File: src/hdl/sorted_interval_table_defines.svh
// Assertion macros shared by the sorted interval table RTL.
`ifndef SORTED_INTERVAL_TABLE_DEFINES_SVH
`define SORTED_INTERVAL_TABLE_DEFINES_SVH

// Same-cycle implication, checked on every rising edge outside reset.
`define SIT_CHECK_NOW(label, pre, post, msg) \
  label: assert property (@(posedge clk) disable iff (rst) (pre) |-> (post)) \
    else $error(msg);

// Next-cycle implication, checked on every rising edge outside reset.
`define SIT_CHECK_NEXT(label, pre, post, msg) \
  label: assert property (@(posedge clk) disable iff (rst) (pre) |=> (post)) \
    else $error(msg);

`endif

File: src/hdl/sit_pkg.sv
// Shared constants, types and helper functions of the sorted interval table.
`default_nettype none

package sit_pkg;

  localparam int TABLE_DEPTH = 1024;
  localparam int ADDR_BITS   = 48;
  localparam int LEN_W       = 32;
  localparam int IDX_W       = $clog2(TABLE_DEPTH + 1);
  localparam int CMP_W       = (ADDR_BITS > LEN_W) ? ADDR_BITS : LEN_W;

  localparam int TYPE_W = 2;
  localparam logic [TYPE_W-1:0] REQ_INSERT = 2'd0;
  localparam logic [TYPE_W-1:0] REQ_REMOVE = 2'd1;
  localparam logic [TYPE_W-1:0] REQ_LOOKUP = 2'd2;

  localparam int ST_W = 2;
  localparam logic [ST_W-1:0] ST_OK      = 2'd0;
  localparam logic [ST_W-1:0] ST_FULL    = 2'd1;
  localparam logic [ST_W-1:0] ST_OVERLAP = 2'd2;
  localparam logic [ST_W-1:0] ST_MISSING = 2'd3;

  localparam int OP_W = 2;
  localparam logic [OP_W-1:0] OP_HOLD   = 2'd0;
  localparam logic [OP_W-1:0] OP_INSERT = 2'd1;
  localparam logic [OP_W-1:0] OP_REMOVE = 2'd2;

  localparam int IN_DATA_W  = ((ADDR_BITS + LEN_W) + 7) / 8 * 8;
  localparam int OUT_DATA_W = ((2 * IDX_W + ADDR_BITS + LEN_W) + 7) / 8 * 8;

  localparam int TREE_RADIX = 8;

  // Node count of a reduction level; level 0 is one leaf per cell.
  function automatic int nodes_at(input int level);
    int n;
    n = TABLE_DEPTH;
    for (int k = 0; k < level; k++) begin
      n = (n + TREE_RADIX - 1) / TREE_RADIX;
    end
    return n;
  endfunction

  function automatic int tree_levels();
    int n;
    int k;
    n = TABLE_DEPTH;
    k = 0;
    while (n > 1) begin
      n = (n + TREE_RADIX - 1) / TREE_RADIX;
      k++;
    end
    return k;
  endfunction

  localparam int TREE_LEVELS = tree_levels();

  // Request broadcast to every cell.
  typedef struct packed {
    logic [OP_W-1:0]      op;
    logic [TYPE_W-1:0]    kind;
    logic [ADDR_BITS-1:0] addr;
    logic [LEN_W-1:0]     len;
    logic [IDX_W-1:0]     count;
  } sit_bcast_t;

  // What a cell shows its neighbors.
  typedef struct packed {
    logic [ADDR_BITS-1:0] base;
    logic [LEN_W-1:0]     len;
    logic                 right;
    logic                 lt;
  } sit_link_t;

  // One cell's contribution to the OR reduction; at most one cell drives each part.
  typedef struct packed {
    logic                 found;
    logic                 clash;
    logic [IDX_W-1:0]     idx;
    logic [ADDR_BITS-1:0] base;
    logic [LEN_W-1:0]     len;
  } sit_leaf_t;

  localparam sit_link_t LINK_FIRST = '{base: '0, len: '0, right: 1'b1, lt: 1'b1};
  localparam sit_link_t LINK_NONE  = '{base: '0, len: '0, right: 1'b0, lt: 1'b0};

endpackage

`default_nettype wire

File: src/hdl/sit_cell.sv
// One table slot: holds an interval, classifies it against the request, shifts on commit.
`default_nettype none

module sit_cell (
  input  wire logic               clk,
  input  wire logic [sit_pkg::IDX_W-1:0] index,
  input  wire sit_pkg::sit_bcast_t bcast,
  input  wire sit_pkg::sit_link_t  prev,
  input  wire sit_pkg::sit_link_t  next,
  output sit_pkg::sit_link_t       link,
  output sit_pkg::sit_leaf_t       leaf
);

  logic [sit_pkg::ADDR_BITS-1:0] base;
  logic [sit_pkg::LEN_W-1:0]     len;

  logic right_f;
  logic lt_f;
  logic hit_f;
  logic eq_f;
  logic gap_f;

  logic [sit_pkg::ADDR_BITS:0]   diff;
  logic [sit_pkg::ADDR_BITS-1:0] ahead;
  logic                          valid;
  logic                          above;
  logic                          covered;
  logic                          bnd;
  logic                          bndb;
  logic                          remove;

  // diff = addr - base with borrow in the top bit
  assign diff    = {1'b0, bcast.addr} - {1'b0, base};
  assign ahead   = base - bcast.addr;
  assign valid   = index < bcast.count;
  assign above   = !diff[sit_pkg::ADDR_BITS];
  assign covered = sit_pkg::CMP_W'(diff[sit_pkg::ADDR_BITS-1:0]) < sit_pkg::CMP_W'(len);

  always_ff @(posedge clk) begin
    right_f <= valid && above && !covered;
    hit_f   <= valid && above && covered;
    lt_f    <= valid && above && (diff[sit_pkg::ADDR_BITS-1:0] != '0);
    eq_f    <= valid && (diff == '0);
    gap_f   <= valid && (sit_pkg::CMP_W'(ahead) < sit_pkg::CMP_W'(bcast.len));
  end

  // first slot not passed by the cover search / by the base search
  assign bnd    = !right_f && prev.right;
  assign bndb   = !lt_f && prev.lt;
  assign remove = bcast.kind == sit_pkg::REQ_REMOVE;

  assign link.base  = base;
  assign link.len   = len;
  assign link.right = right_f;
  assign link.lt    = lt_f;

  assign leaf.found = remove ? (bndb && eq_f) : hit_f;
  assign leaf.clash = bnd && gap_f;
  assign leaf.idx   = (remove ? bndb : bnd) ? index : '0;
  assign leaf.base  = hit_f ? base : '0;
  assign leaf.len   = hit_f ? len : '0;

  always_ff @(posedge clk) begin
    unique case (bcast.op)
      sit_pkg::OP_INSERT: begin
        if (!right_f) begin
          if (bnd) begin
            base <= bcast.addr;
            len  <= bcast.len;
          end else begin
            base <= prev.base;
            len  <= prev.len;
          end
        end
      end
      sit_pkg::OP_REMOVE: begin
        if (!lt_f) begin
          base <= next.base;
          len  <= next.len;
        end
      end
      default: begin
      end
    endcase
  end

endmodule

`default_nettype wire

File: config.mk
export PLATFORM = sky130hd
export DESIGN_NAME = sit_cell
export DESIGN_NICKNAME = d
export VERILOG_FILES = /design/src/hdl/sorted_interval_table_defines.svh /design/src/hdl/sit_pkg.sv /design/src/hdl/sit_cell.sv
export SDC_FILE = /design/constraint.sdc
export NUM_CORES = 1
export LEC_CHECK = 0
export ABC_CLOCK_PERIOD_IN_PS = 8500
export BUFFER_PORTS_ARGS = -buffer_cell sky130_fd_sc_hd__buf_2
export CORE_AREA = 2 2 173 175
export DETAILED_ROUTE_END_ITERATION = 8
export DIE_AREA = 0 0 175 177
export PLACE_DENSITY = 0.72
export SLEW_MARGIN = 40
export SYNTH_ARGS = -nofsm -noshare
export SYNTH_HDL_FRONTEND = slang
export SYNTH_SLANG_ARGS = --single-unit
File: constraint.sdc
create_clock -name clk -period 8.5 [get_ports clk]
set_input_delay 0.85 -clock clk [delete_from_list [all_inputs] [get_ports clk]]
set_output_delay 0.85 -clock clk [all_outputs]
set_load 0.02 [all_outputs]
Word-level counts from Yosys, hierarchy flattened --
Index checks and enable logic that the tools add are counted.
Storage, ports and cells: bits in registers 85, latch bits 0, memory bits (writable) 0, ROM bits 0, output and inout bits 175, logic and storage cells 48, memories kept 0
Cells by class: $add $sub $neg 2, multipliers 0, div/mod/pow operators 0, $lt $le $gt $ge 3, equality and inequality tests 5, shifts and indexed selects 0, multiplexer cells 13, bitwise logic cells 0, reduce and logical (&&, ||, !) cells 18
Operators with widths (number):
- 2-to-1 mux 48 bit | 4
- 2-to-1 mux 32 bit | 4
- < comparator 48 x 32 -> 1 bit | 2
- one-hot mux 48 bit (2 select lines) | 1
- one-hot mux 32 bit (2 select lines) | 1
- logical NOT 49 bit | 1
- subtractor 48 x 48 -> 49 bit | 1
- nonzero test 48 bit | 1
- subtractor 48 bit | 1
- < comparator 11 bit | 1
- 2-to-1 mux 11 bit | 1
- logical AND 1 bit | 10
- equality test 2 x 1 -> 1 bit (second input constant) | 2
- logical NOT 1 bit | 4
- != test 2 bit (second input constant) | 2
- AND reduction 3 bit | 1
- equality test 2 bit (second input constant) | 1
- 2-to-1 mux 1 bit | 2
- nonzero test 2 bit | 1

Depth between registers and ports, before layout --
depth after elaboration 5, mapped depth 23, depth with buffers taken out 23

Least setup slack after synthesis --
No wires, ideal clock.
path kind in2reg, start point input bcast[93] (netlist name), end point register base[0] (netlist name), enable pin, setup time 0.629 ns, data arrival time 6.511 ns, path slack 1.360 ns, stages on the path 2, path buffers 0, cell sequence nand2b_1 > o21ai_0
On the way: word-level cells in the longest chain between the ends 3
Ends and longest elaborated chain:
- start, declared | line sit_cell.sv:7 | input wire sit_pkg::sit_bcast_t bcast,
- equality test 2 bit or equality test 2 x 1 -> 1 bit (tied branches) | line sit_cell.sv:64 | unique case (bcast.op)
- != test 2 bit (no source line) or nonzero test 2 bit (tied branches)
- AND reduction 3 bit (no source line) *
- end signal, assigned | line sit_cell.sv:68 | base <= bcast.addr;
- end signal, assigned | line sit_cell.sv:71 | base <= prev.base;
- end signal, assigned | line sit_cell.sv:78 | base <= next.base;
- end, declared | line sit_cell.sv:14 | logic [sit_pkg::ADDR_BITS-1:0] base;
Mark *: on every way between the ends. The rest lies on a longest branch, timed or not. A chain may end at the register's enable or synchronous reset.

Worst setup path in the final report --
start point input bcast[56] (netlist name), end point register gap_f
On the way: word-level cells in the longest chain between the ends 3
Ends and longest elaborated chain:
- subtractor 48 bit | line sit_cell.sv:34 | assign ahead = base - bcast.addr;
- < comparator 48 x 32 -> 1 bit | line sit_cell.sv:44 | gap_f <= valid && (sit_pkg::CMP_W'(ahead) < sit_pkg::CMP_W'(bcast.len));
- logical AND 1 bit | line sit_cell.sv:44
- end signal, assigned | line sit_cell.sv:44
- end, declared | line sit_cell.sv:21 | logic gap_f;
Every way passes these cells.

==> out/metrics.cfg <==
[global_routing]
grt_pass1_vias=12676
grt_pass1_wl_um=69500
grt_max_degree=82
antenna_found_initial=3
overflow=0
grt_usage_pct=28.7

[logic_synthesis]
yosys-top-cells-area=edfxtp_1, ha_1, mux2i_1
async_reset_ff_share_pct=0
ys.flop_type=edfxtp_1
synth_area_per_cell_um2=7.70
netlist-cell-type-count=81
yosys.area.top_type_share_pct=18.7
synth_seq_cells=85
synth_nets=2105
ys_warn_count=0
syn_inst=1665
ys_seq_area_share_pct=19.5
synth_most_common_cell=inv_1
synth_top_area_cell=edfxtp_1
ys_top_cells_by_count=inv_1, ha_1, o21ai_0
syn-cell-area_um2=12800
synth_edf_count=80

[flow_run]
cap_violations=0

[power]
powerDensity_nw_per_um2=158
p_leak_nw=7.83
vdd_drop_max_uv=103

[placement]
place.gp.congestion=0.955
dp_hpwl_um=38900
port_buffers=443
place_inst=2423

[clock_tree]
clk_latency_ps=370
clock_path_buffers=2
cts_hold_buf=0
cts_tree=yes
htreeDepth=3
clk_pin_slew_ps=70
ctsRootBufferMaster=clkbuf_16
numCtsBuffers=9
cts_resized=0
post-cts-setup-buffers=0
cts_sinks=85

[floorplanning]
placementRows=63
core-area_um2=29200
die_x_um=175
die-area_um2=31000
start_util_pct=43.8
die_height_um=177
io_pins=446

[cells_and_area]
drive_gt1_share_pct=24.5
area_delta_synth_final_pct=20.9
nNetsFinal=2484
stdcell_count=2442

[sta]
slew_violations=0
fin_crit_sh_pct=61.2
hold_viol_final=0
rsz0062_at_grt=no
tightest_slew_ps=826
relSlewSlack_pct=44.9
skew_ps=8.72
setup_violations=0
fmax_ghz=0.192
tns_ps=0
period_needed_ps=5200

[critical_path]
rrSetupSlack_ps=3450
worstPathRequired_ps=8780
crit_path_start_kind=input port
crit_type=in -> reg
critical_path_arrival_ps=5480
endpoint_kind=flop
crit_fanout=11

[drt]
via_per_inst=5.60
drt_iter0_markers=952
wirelength_um=46100
ant_nets=0
route.detailed.drc=0
vias=13685
wl_per_cell_um=18.9
firstDrtPassIters=6

[hold_path]
hp-class=in -> reg

[run_status]
status=finished clean

cell usage in the layout, fill, tap and decap left out, types with 11 or more instances in the layout:
cell type	count
ha_1	167
nor4_1	11
xor2_1	22
edfxtp_1	80
xnor2_1	55
nand2_1	150
o21ai_0	161
inv_1	201
o21bai_1	22
mux2i_1	82
nor2_1	76
nand4_1	46
a21o_1	50
and2_1	93
nor3_1	24
nand3_1	22
buf_2	443
a211oi_1	20
a21oi_1	138
critical path: stages:
cell and delay, ps:
buf_2 120, inv_1 50, ha_1 580, nand4_1 360, nor4_1 300, o21ba_2 200, a211oi_1 70, o21ai_0 460
a21oi_1 220, xnor2_1 310, ha_1 310, a21o_1 160, a21oi_1 120, o21ai_0 80, a2111oi_0 360, nor2_1 100
nor3_1 220, o311a_1 230, nand4_1 140, nor4_1 240
per-stage QoR:
step	util, %	cell area [µm²]	total power, mW	setup WS, ps	hold WS, ps
floorplan	-	12800	1.58	1360	885
global placement	52.0	15200	1.98	3020	830
detailed placement	52.0	15200	2.01	3050	828
CTS	53.0	15500	2.43	3400	744
global route	53.0	15500	2.60	2910	758
finish	53.0	15500	2.44	3300	752
area by class of cell:
| class | instances | area (µm²) |
|---|---|---|
| Clock inverter | 6 | 63.8 |
| Timing Repair Buffer | 449 | 2260 |
| Antenna cell | 3 | 7.51 |
| Fill cell | 2858 | 13700 |
| Tap cell | 390 | 488 |
| Multi-Input combinational cell | 1298 | 9190 |
| Clock buffer | 10 | 229 |
| Sequential cell | 85 | 2510 |
| Inverter | 201 | 754 |
final timing paths:
kind                  start       to  depth (start not counted)
hold / removal     next[15]  len[13]                          3
setup / recovery  bcast[56]    gap_f                         20
hold reg to reg    base[47]    hit_f                          4
setup reg to reg   base[13]    gap_f                         18
report_power, final:
| group | leakage [nW] | internal, mW | switching [mW] |
|---|---|---|---|
| combinational | 6.88 | 0.548 | 0.904 |
| clock | 0.138 | 0.228 | 0.188 |
| sequential | 0.809 | 0.528 | 0.0499 |
logic make-up after synthesis:
| group | count (synthesis) | synth area share (%) |
|---|---|---|
| AO/OA/AOI/OAI | 496 | 24.4 |
| AND/OR/NAND/NOR | 472 | 18.5 |
| buffers and inverters | 282 | 8.99 |
| adder cells (fa/ha/maj) | 169 | 16.6 |
| flip-flops | 85 | 19.5 |
| multiplexers | 83 | 6.49 |
| XOR/XNOR | 78 | 5.48 |
flip-flops by register name, summed over array words and instances, names as in the netlist:
signal	flops
base	48
eq_f	1
gap_f	1
hit_f	1
len	32
lt_f	1
right_f	1
per-layer routing:
| metal | track usage (%) | vias to the layer above | routed length (µm) |
|---|---|---|---|
| met5 | 0 | - | 0 |
| met4 | 7.60 | 0 | 850 |
| met3 | 3.67 | 55 | 3200 |
| met2 | 47.4 | 572 | 21000 |
| met1 | 39.6 | 6415 | 21100 |
| li1 | - | 6643 | - |
Note: power is estimated with default switching activity, not from simulation.
